--- src/hdl/mkpd_pkg.sv ---
// ----------------------------------------------------------------------------
// mkpd_pkg - shared types and constants for the keypad scanner
// Matrix geometry, key tracker states, request kinds and register indexes.
// ----------------------------------------------------------------------------
package mkpd_pkg;

  localparam int ROWS     = 4;
  localparam int COLUMNS  = 4;
  localparam int MAX_KEYS = 16;
  localparam int NUM_KEYS = (ROWS * COLUMNS > MAX_KEYS) ? MAX_KEYS : ROWS * COLUMNS;

  localparam int CODE_W      = 8;
  localparam int LEVELS_W    = 16;
  localparam int CFG_IDX_W   = 8;
  localparam int CFG_DATA_W  = 64;
  localparam int OUT_TDATA_W = 24;

  // register indexes
  localparam logic [CFG_IDX_W-1:0] CFG_KEY_CODES_LOW  = 8'd0;
  localparam logic [CFG_IDX_W-1:0] CFG_KEY_CODES_HIGH = 8'd1;

  localparam logic [CFG_DATA_W-1:0] KEY_CODES_LOW_RST  = 64'h0807060504030201;
  localparam logic [CFG_DATA_W-1:0] KEY_CODES_HIGH_RST = 64'h100F0E0D0C0B0A09;

  // request kinds carried in tuser
  localparam logic REQ_SCAN = 1'b0;
  localparam logic REQ_READ = 1'b1;

  typedef enum logic [1:0] {
    TRK_INIT     = 2'd0,
    TRK_PRESSED  = 2'd1,
    TRK_RELEASED = 2'd2
  } trk_t;

  typedef struct packed {
    trk_t state_next;
    logic hit;          // pressed and seen low again
  } lane_out_t;

endpackage

--- src/hdl/matrix_keypad_scan_debounce.sv ---
// ----------------------------------------------------------------------------
// matrix_keypad_scan_debounce - keypad scanner with per-key debounce
//
//   channel  dir  handshake           payload
//   s_*      in   s_tvalid/s_tready   tdata: key_levels; tuser: req_type
//   m_*      out  m_tvalid/m_tready   tdata: read_key, current_key, fresh_flag
//   cfg_*    in   cfg_valid/cfg_ready cfg_index, cfg_data (key code tables)
//
// One item per cycle: all key lanes are evaluated in the same cycle, the merge
// applies the priority cut-off. Each result is registered into a two-entry
// output queue on its transfer, so input keeps flowing while a result waits.
// s_tready drops only when both queue entries are held by a stalled consumer.
// rst (synchronous) clears trackers, latched code, flag and queue and loads
// the default code tables. cfg_ready is always high.
// ----------------------------------------------------------------------------
module matrix_keypad_scan_debounce (
  input  logic                               clk,
  input  logic                               rst,
  input  logic                               s_tvalid,
  output logic                               s_tready,
  input  logic [mkpd_pkg::LEVELS_W-1:0]      s_tdata,   // [15:0] key_levels
  input  logic                               s_tuser,   // [0] req_type
  output logic                               m_tvalid,
  input  logic                               m_tready,
  output logic [mkpd_pkg::OUT_TDATA_W-1:0]   m_tdata,   // [7:0] read_key,
                                                        // [15:8] current_key,
                                                        // [16] fresh_flag
  input  logic                               cfg_valid,
  output logic                               cfg_ready,
  input  logic [mkpd_pkg::CFG_IDX_W-1:0]     cfg_index,
  input  logic [mkpd_pkg::CFG_DATA_W-1:0]    cfg_data
);
  import mkpd_pkg::*;

  // configuration
  logic [CFG_DATA_W-1:0] key_codes_low;
  logic [CFG_DATA_W-1:0] key_codes_high;
  logic [2*CFG_DATA_W-1:0] code_table;

  // scan state
  trk_t             tracker [NUM_KEYS];
  logic [CODE_W-1:0] latched_key;
  logic              new_value_flag;

  // lane wiring
  logic [CODE_W-1:0]   codes [NUM_KEYS];
  lane_out_t           lane_out [NUM_KEYS];
  logic [NUM_KEYS-1:0] hits;
  logic [NUM_KEYS-1:0] enable;
  logic [CODE_W-1:0]   found;

  // item result
  logic               s_xfer;
  logic               m_xfer;
  logic               is_scan;
  logic [CODE_W-1:0]  latched_key_next;
  logic               new_value_flag_next;
  logic [CODE_W-1:0]  read_key;
  logic [OUT_TDATA_W-1:0] result;

  // output queue
  logic [1:0]             count;
  logic [OUT_TDATA_W-1:0] head;
  logic [OUT_TDATA_W-1:0] skid;

  assign cfg_ready  = 1'b1;
  assign code_table = {key_codes_high, key_codes_low};

  always_ff @(posedge clk) begin
    if (rst) begin
      key_codes_low  <= KEY_CODES_LOW_RST;
      key_codes_high <= KEY_CODES_HIGH_RST;
    end else if (cfg_valid && cfg_ready) begin
      if (cfg_index == CFG_KEY_CODES_LOW)  key_codes_low  <= cfg_data;
      if (cfg_index == CFG_KEY_CODES_HIGH) key_codes_high <= cfg_data;
    end
  end

  // one lane per key
  for (genvar k = 0; k < NUM_KEYS; k++) begin : g_lane
    assign codes[k] = code_table[k*CODE_W +: CODE_W];
    assign hits[k]  = lane_out[k].hit;

    mkpd_lane u_lane (
      .state    (tracker[k]),
      .low      (s_tdata[k]),
      .enable   (enable[k]),
      .lane_out (lane_out[k])
    );
  end

  mkpd_merge u_merge (
    .hits   (hits),
    .codes  (codes),
    .enable (enable),
    .found  (found)
  );

  assign s_xfer  = s_tvalid && s_tready;
  assign m_xfer  = m_tvalid && m_tready;
  assign is_scan = (s_tuser == REQ_SCAN);

  always_comb begin
    latched_key_next    = latched_key;
    new_value_flag_next = new_value_flag;
    read_key            = '0;
    if (is_scan) begin
      if (found != latched_key) begin
        latched_key_next    = found;
        new_value_flag_next = 1'b1;
      end
    end else if (new_value_flag && (latched_key != '0)) begin
      // hand the code out once; a zero code leaves the flag set
      read_key            = latched_key;
      new_value_flag_next = 1'b0;
    end
  end

  assign result = {{(OUT_TDATA_W - 2*CODE_W - 1){1'b0}},
                   new_value_flag_next, latched_key_next, read_key};

  always_ff @(posedge clk) begin
    if (rst) begin
      for (int k = 0; k < NUM_KEYS; k++) tracker[k] <= TRK_INIT;
      latched_key    <= '0;
      new_value_flag <= 1'b0;
    end else if (s_xfer) begin
      if (is_scan) begin
        for (int k = 0; k < NUM_KEYS; k++) tracker[k] <= lane_out[k].state_next;
      end
      latched_key    <= latched_key_next;
      new_value_flag <= new_value_flag_next;
    end
  end

  // two-entry output queue: head drives m_tdata, skid holds the second
  assign s_tready = (count != 2'd2);
  assign m_tvalid = (count != 2'd0);
  assign m_tdata  = head;

  always_ff @(posedge clk) begin
    if (rst) begin
      count <= 2'd0;
    end else begin
      case ({s_xfer, m_xfer})
        2'b10: begin
          if (count == 2'd0) head <= result;
          else skid <= result;
          count <= count + 2'd1;
        end
        2'b01: begin
          if (count == 2'd2) head <= skid;
          count <= count - 2'd1;
        end
        2'b11: begin
          if (count == 2'd1) begin
            head <= result;
          end else begin
            head <= skid;
            skid <= result;
          end
        end
        default: count <= count;
      endcase
    end
  end

endmodule

--- src/hdl/mkpd_lane.sv ---
// ----------------------------------------------------------------------------
// mkpd_lane - debounce tracker of one key
// Next tracker state and hit flag for one key of a scan snapshot.
// ----------------------------------------------------------------------------
module mkpd_lane (
  input  mkpd_pkg::trk_t      state,
  input  logic                low,
  input  logic                enable,   // not cut off by an earlier key
  output mkpd_pkg::lane_out_t lane_out
);
  import mkpd_pkg::*;

  trk_t step;

  always_comb begin
    step = state;
    case (state)
      TRK_INIT:     step = low ? TRK_PRESSED : TRK_RELEASED;
      TRK_PRESSED:  step = low ? TRK_PRESSED : TRK_RELEASED;
      TRK_RELEASED: step = low ? TRK_PRESSED : TRK_RELEASED;
      default:      step = state;
    endcase
  end

  assign lane_out.state_next = enable ? step : state;
  assign lane_out.hit        = (state == TRK_PRESSED) && low;

endmodule

--- src/hdl/mkpd_merge.sv ---
// ----------------------------------------------------------------------------
// mkpd_merge - priority cut-off across key lanes
// Picks the first hit with a nonzero code; later lanes are held.
// ----------------------------------------------------------------------------
module mkpd_merge (
  input  logic [mkpd_pkg::NUM_KEYS-1:0] hits,
  input  logic [mkpd_pkg::CODE_W-1:0]   codes [mkpd_pkg::NUM_KEYS],
  output logic [mkpd_pkg::NUM_KEYS-1:0] enable,
  output logic [mkpd_pkg::CODE_W-1:0]   found
);
  import mkpd_pkg::*;

  logic [NUM_KEYS:0] blocked;
  logic [NUM_KEYS-1:0] stop;

  always_comb begin
    blocked[0] = 1'b0;
    for (int k = 0; k < NUM_KEYS; k++) begin
      stop[k]      = hits[k] && (codes[k] != '0);
      blocked[k+1] = blocked[k] | stop[k];
      enable[k]    = !blocked[k];
    end
  end

  // at most one lane is both stopping and unblocked: and-or select
  always_comb begin
    found = '0;
    for (int k = 0; k < NUM_KEYS; k++) begin
      if (stop[k] && !blocked[k]) found = found | codes[k];
    end
  end

endmodule
--- config.mk ---
export PLATFORM = sky130hd
export DESIGN_NAME = matrix_keypad_scan_debounce
export DESIGN_NICKNAME = d
export VERILOG_FILES = /design/src/hdl/mkpd_pkg.sv /design/src/hdl/matrix_keypad_scan_debounce.sv /design/src/hdl/mkpd_lane.sv /design/src/hdl/mkpd_merge.sv
export SDC_FILE = /design/constraint.sdc
export NUM_CORES = 1
export LEC_CHECK = 0
export BUFFER_PORTS_ARGS = -buffer_cell sky130_fd_sc_hd__buf_4
export CORE_ASPECT_RATIO = 0.9
export CORE_UTILIZATION = 25
export CTS_CLUSTER_DIAMETER = 30
export DETAILED_ROUTE_END_ITERATION = 8
export PLACE_DENSITY = 0.44
export REMOVE_ABC_BUFFERS = 1
export SYNTH_ARGS = -nofsm -noshare
export SYNTH_HDL_FRONTEND = slang
export SYNTH_SLANG_ARGS = --single-unit
--- constraint.sdc ---
create_clock -name clk -period 8.6 [get_ports clk]
set_clock_uncertainty 0.15 [all_clocks]
set_input_delay 0.86 -clock clk [delete_from_list [all_inputs] [get_ports clk]]
set_output_delay 0.86 -clock clk [all_outputs]
set_load 0.005 [all_outputs]
**After elaboration in Yosys (flattened, before gate mapping)**

Memories as Yosys holds them, arrays and structs flattened.
Index checks and enable logic that the tools add are counted.

- Memory bits (read-only): 0
- Register bits after elaboration: 187
- Word-level logic and storage cells: 324
- Bits in writable memories: 32
- Bits in latches: 0
- Memories: 1
- Bits of input ports: 94
- Output and inout port bits: 27

- $mul: 0
- Multiplexer cells: 100
- Reduce and logical (&&, ||, !) cells: 124
- Bitwise operators: 46
- Eq/ne operators: 44
- Divide/modulo/power cells: 0
- Magnitude comparators: 0
- Shift operators: 0
- $add $sub $neg: 2

Memories:

| memory | words | width | rd ports | clocked after Yosys merged registers in | wr ports | line | RTL |
|---|---|---|---|---|---|---|---|
| tracker | 16 | 2 | 16 | 0 | 16 | matrix_keypad_scan_debounce.sv:41 | `trk_t tracker [NUM_KEYS];` |

Operators by type and width:

| cell | count |
|---|---|
| $mux 8 | 20 |
| $reduce_bool 8->1 | 17 |
| $mux 2 | 63 |
| $mux 24 | 5 |
| $or 8x8->8 | 15 |
| $pmux 24 s3 | 1 |
| $logic_and 1x1->1 | 50 |
| $pmux 24 s2 | 1 |
| $reduce_or 3->1 | 16 |
| $eq 2x2->1 const B | 19 |
| $eq 2x1->1 const B | 18 |
| $logic_not 2->1 | 17 |
| $or 1x1->1 | 30 |
| $logic_not 1->1 | 15 |
| $ne 2x2->1 const B | 5 |
| $mux 1 | 9 |
| $eq 8x1->1 const B | 1 |
| $logic_not 8->1 | 1 |
| $ne 8x8->1 | 1 |
| $reduce_and 4->1 | 2 |
| $reduce_bool 2->1 | 3 |
| $pmux 2 s2 | 1 |
| $reduce_and 2->1 | 2 |
| $reduce_bool 3->1 | 1 |
| 3 further kinds | 3 |

**Depth between registers and ports, before layout**

An unclocked memory read counts as a cell.

- Word-level depth: 40
- Gate-level depth with buffers: 12
- Mapped depth without buffers: 11

**Cells and area by module**

A second synthesis with hierarchy kept.

- Cell total of the unflattened synthesis: 1195
- Area total of the unflattened synthesis: 10371.2 um2

Modules (own cells, without submodules):

| module | cells each | area an instance (um2) | sequential area each (um2) | instances |
|---|---|---|---|---|
| matrix_keypad_scan_debounce | 838 | 8140.3 | 4764.6 | 1 |
| mkpd_merge | 245 | 1570.3 | 0.0 | 1 |
| mkpd_lane | 7 | 41.3 | 0.0 | 16 |

**Worst setup path after synthesis**

No wires, ideal clock.

- Path kind: in2reg
- From: input s_tvalid
- To: register head[0] (netlist: m_tdata[0]), enable pin
- Arrival: 4138 ps
- Required time: 7965 ps
- Slack: 3827 ps
- Cell stages on the path: 5
- Setup time: 485 ps
- Buffers on the path: 0
- Path through: nand2_1 > inv_1 > ha_1 > nor2b_1 > a2111oi_0

- Cells in the longest elaborated chain, start to end: 4
- Elaborated cells on any way between the ends: 8
- Those cells by class: eq/ne (5); reduce/logical (3)

Ends and longest elaborated chain:

| element | line | RTL |
|---|---|---|
| from (decl) | matrix_keypad_scan_debounce.sv:19 | `input logic s_tvalid,` |
| $logic_and 1x1->1 (*) | matrix_keypad_scan_debounce.sv:99 | `assign s_xfer = s_tvalid && s_tready;` |
| net s_xfer | matrix_keypad_scan_debounce.sv:53 | `logic s_xfer;` |
| $eq 2x1->1 / $eq 2x2->1 (equally long branches) | matrix_keypad_scan_debounce.sv:145 | `case ({s_xfer, m_xfer})` |
| $ne 2x2->1 (no line) / $reduce_bool 3->1 (equally long branches) | - |  |
| $reduce_and 4->1 (no line) (*) | - |  |
| to (signal assigned) | matrix_keypad_scan_debounce.sv:147 | `if (count == 2'd0) head <= result;` |
| to (signal assigned) | matrix_keypad_scan_debounce.sv:152 | `if (count == 2'd2) head <= skid;` |
| to (signal assigned) | matrix_keypad_scan_debounce.sv:157 | `head <= result;` |
| to (decl) | matrix_keypad_scan_debounce.sv:63 | `logic [OUT_TDATA_W-1:0] head;` |

Mark *: on every way through the listed nets, which the timed path passes. The rest lies on a longest branch.
A chain may end at the register's enable or synchronous reset.

**Worst setup path in the final report**

- From: register key_codes_low[24]
- To: register latched_key[4]

- Cells in the longest elaborated chain, start to end: 31
- Elaborated cells on any way between the ends: 68
- Those cells by class: eq/ne (1); mux (15); bitwise (25); reduce/logical (27)

Ends and longest elaborated chain:

| element | line | RTL |
|---|---|---|
| from (decl) | matrix_keypad_scan_debounce.sv:36 | `logic [CFG_DATA_W-1:0] key_codes_low;` |
| from (signal assigned) | matrix_keypad_scan_debounce.sv:74 | `if (cfg_index == CFG_KEY_CODES_LOW) key_codes_low <= cfg_data;` |
| $reduce_bool 8->1 | mkpd_merge.sv:19 | `stop[k] = hits[k] && (codes[k] != '0);` |
| $logic_and 1x1->1 | mkpd_merge.sv:19 |  |
| $logic_and 1x1->1 / $or 1x1->1 (equally long branches) | mkpd_merge.sv:29, mkpd_merge.sv:20 |  |
| $mux 8 / $logic_not 1->1 (equally long branches) | - |  |
| $or 8x8->8 / $logic_and 1x1->1 (equally long branches) | mkpd_merge.sv:29 | `if (stop[k] && !blocked[k]) found = found \| codes[k];` |
| $mux 8 | mkpd_merge.sv:29 |  |
| $or 8x8->8 | mkpd_merge.sv:29 |  |
| $mux 8 | mkpd_merge.sv:29 |  |
| [... 15 more ...] | - |  |
| $mux 8 | mkpd_merge.sv:29 |  |
| $or 8x8->8 | mkpd_merge.sv:29 |  |
| $mux 8 | mkpd_merge.sv:29 |  |
| $or 8x8->8 | mkpd_merge.sv:29 |  |
| $mux 8 (*) | mkpd_merge.sv:29 |  |
| $ne 8x8->1 | matrix_keypad_scan_debounce.sv:108 | `if (found != latched_key) begin` |
| $mux 8 (*) | matrix_keypad_scan_debounce.sv:108 |  |
| $mux 8 (*) | matrix_keypad_scan_debounce.sv:107 | `if (is_scan) begin` |
| to (signal assigned) | matrix_keypad_scan_debounce.sv:131 | `latched_key <= latched_key_next;` |
| to (decl) | matrix_keypad_scan_debounce.sv:42 | `logic [CODE_W-1:0] latched_key;` |

Every way passes the cells marked *; elsewhere a longest branch is shown, timed or not.

==> run metrics <==
Final period util=49.9%; WL final=33.6 mm; clock-pin transition on the worst setup and hold timing paths=50 ps; drc violations=0; fraction of registers with async set/reset=0%; worst flop-to-flop path startpoint=key_codes_low[24]$_SDFFE_PP0P_; DRC marker count from the first detailed-route iteration=465; post-layout minimum cycle time=4290 ps; Final Hold Fails=0; Initial Util=25.4%; Synth Cell Area=9760 sq um; port buffer count=112; # resized after CTS=0; first-pass GRT wire length=51.1 mm; worst setup margin=4310 ps; register area share after synthesis=48.8%; Routability Congestion=0.844; Syn. warnings=0; CP endpoint kind=flop; HP Start=key_codes_high[29]$_SDFFE_PP0P_; Leak=4.92 nW; outcome=completed; crit start category=flop; Post-synth EDFFs=66; Synth Flop Type=dfxtp_1; Syn Area/Cell=8.93 sq um; clk_lat worst skew=550 ps; initial antenna violation count=0; Post-CTS Setup Repair Bufs=0; vias in the first global route=8443; Remaining Overflow, GRT=0; Routed Antenna Nets=0; CP required=8880 ps; RSZ-0062 raised after global routing=false; Seq cells post-synth=205; Die H=189 um; fmax=233 MHz; Arr. time, crit path=4570 ps; Post-CTS Hold Buffers=0; Worst Hold Depth=2; overall power=3.58 mW; NumNets Final=1304; Vias=8588; DP HPWL=24.3 mm; Slew Limit Fails=0; Crit Path Class=flop to flop; Peak VDD IR=0.122 mV; Worst-Margin Slew=1160 ps; die area=39800 sq um; Sink Count=205; ANT cells=0; Slew headroom=22.1%; Max Cap Viol=0; Ports=121; clk buf depth=3; Crit Path Max Fanout=12; total of fill cells in the finished design=4008; drt pass-1 iters=5; # rows=68; CTS root buf=clkbuf_16; core area=38400 sq um; Overall Global Routing Usage=16.8%; drt wl/cell=19.0 um; Hold Crit Class=flop to flop; Worst Setup SP=key_codes_low[24]$_SDFFE_PP0P_; CTS tree=built; ratio of total power to cell area=276 nW/um^2; Area Overhead vs Synth=33.1%; setup_tns=0 ps; Syn Inst Count=1093; CTS H-tree lvls=2; cts bufs inserted=54; distinct cell type count after synthesis=80; # setup viols final=0; largest net degree at the start of global routing=68; Vias/cell=4.84; Register-to-Register Path Depth=8; Die X-Extent=210 um; worst slack, placed=4110 ps; share of cells above drive strength 1=21.0%
## cells in the mapped netlist (3+ instances only)
cell       count  area, sq um
nor2_1        42          158
a32oi_1       20          175
a211oi_1       7         52.6
o21ai_2        3         26.3
and3_1        13         81.3
a22oi_1        4         30.0
a221oi_1       6         52.6
mux2_2         7         78.8
o2bb2ai_1      4         35.0
inv_1         11         41.3
a21oi_1      123          616
nand2b_1       6         37.5
and2_1        11         68.8
xnor2_1        7         61.3
a32o_1         3         30.0
nor2b_1        9         56.3
a41o_1         5         50.1
nor4_1        20          125
o21ai_1        3         15.0
buf_1          5         18.8
buf_4         14          105
or4_1         17          128
o211ai_1       3         22.5
a21o_1        10         75.1
and3b_1        9         78.8
o22ai_1        3         18.8
clkbuf_1      50          188
dfxtp_1      139         2780
ha_1           7         87.6
a22o_1        18          158
mux2i_1        4         40.0
nand3b_1      38          285
nand2_1      295         1110
nor3_1         6         30.0
edfxtp_1      66         1980
o21ai_0        9         45.0
nand4_1        8         50.1
a31o_2         7         61.3
o21a_1         7         52.6
buf_2          5         25.0
nand3_1       19         95.1
## placed cells by master (no fill, tap or decap), types with 7 or more instances in the layout
master | synthesis | routed
nand2_1 | 295 | 295
dfxtp_1 | 139 | 139
a21oi_1 | 123 | 123
buf_4 | 14 | 123
edfxtp_1 | 66 | 66
clkbuf_16 | 0 | 58
nor2_1 | 42 | 41
nand3b_1 | 38 | 38
a32oi_1 | 20 | 20
nor4_1 | 20 | 20
nand3_1 | 19 | 18
a22o_1 | 18 | 18
or4_1 | 17 | 17
and3_1 | 13 | 12
clkinv_2 | 0 | 12
inv_1 | 11 | 11
and2_1 | 11 | 11
a21o_1 | 10 | 10
o21ai_0 | 9 | 9
nor2b_1 | 9 | 9
and3b_1 | 9 | 9
nand4_1 | 8 | 8
conb_1 | 2 | 8
clkinv_4 | 0 | 8
bufinv_16 | 0 | 8
mux2_2 | 7 | 7
o21a_1 | 7 | 7
xnor2_1 | 7 | 7
a31o_2 | 7 | 7
ha_1 | 7 | 7
## where the power goes
group          internal, mW  switching (mW)  total, mW
registers              1.07          0.0280       1.10
clock network          1.50           0.618       2.11
logic                 0.153           0.213      0.365
## cells by family after synthesis
kind of cell | count (synthesis) | synth area share (%)
adders and majority gates | 7 | 0.898
DFF | 205 | 48.8
AOI/OAI and AO/OA | 260 | 18.2
and+or+nand+nor | 511 | 25.6
muxes | 12 | 1.37
other | 2 | 0.0770
buffers and inverters | 86 | 3.99
xor gates and xnor gates | 10 | 0.975
## routing by layer
layer	share of wire (%)	track usage [%]
met2	43	25.5
met3	4.5	2.95
met4	2.3	5.19
met5	0	0
met1	50	24.0
## per-stage QoR
step                std cells  hold slack [ps]  util, %  instance area (sq um)
finish                   1774              324     33.8                  13000
global route             1774              347     33.8                  13000
CTS                      1774              324     33.8                  13000
detailed placement       1672              318     28.8                  11000
global placement         1672              307     28.8                  11000
floorplan                1024              287        -                   9430
## final timing paths
check | end | slack, ps
max reg2reg | latched_key[4]$_SDFFE_PP0P_ | 4310
max | latched_key[4]$_SDFFE_PP0P_ | 4310
min | key_codes_high[29]$_SDFFE_PP0P_ | 320
min reg2reg | key_codes_high[29]$_SDFFE_PP0P_ | 320
## worst max-delay path, cell delays in order, from the launching register on
cell and delay, ps:
dfxtp_1 330, or4_4 570, o31ai_4 570, and4_1 590, nand2_1 290, o21ai_0 590, xor2_1 200, o41a_4 580
mux2_4 300
## state kept, by name (all words and copies together) (netlist names)
signal	cells
tracker	32
latched_key	8
key_codes_low	64
key_codes_high	64
count	2
m_tdata	17
new_value_flag	1
skid	17
## area by class of cell
| class | count | area (sq um) | share of cell area [%] |
|---|---|---|---|
| Tap cell | 525 | 657 | 5.06 |
| Sequential cell | 205 | 4760 | 36.7 |
| Clock buffer | 67 | 1540 | 11.8 |
| Multi-Input combinational cell | 808 | 4650 | 35.8 |
| Clock inverter | 35 | 415 | 3.20 |
| Timing Repair Buffer | 123 | 923 | 7.11 |
| Inverter | 11 | 41.3 | 0.318 |
No activity file was read; power rests on OpenSTA's default activity.
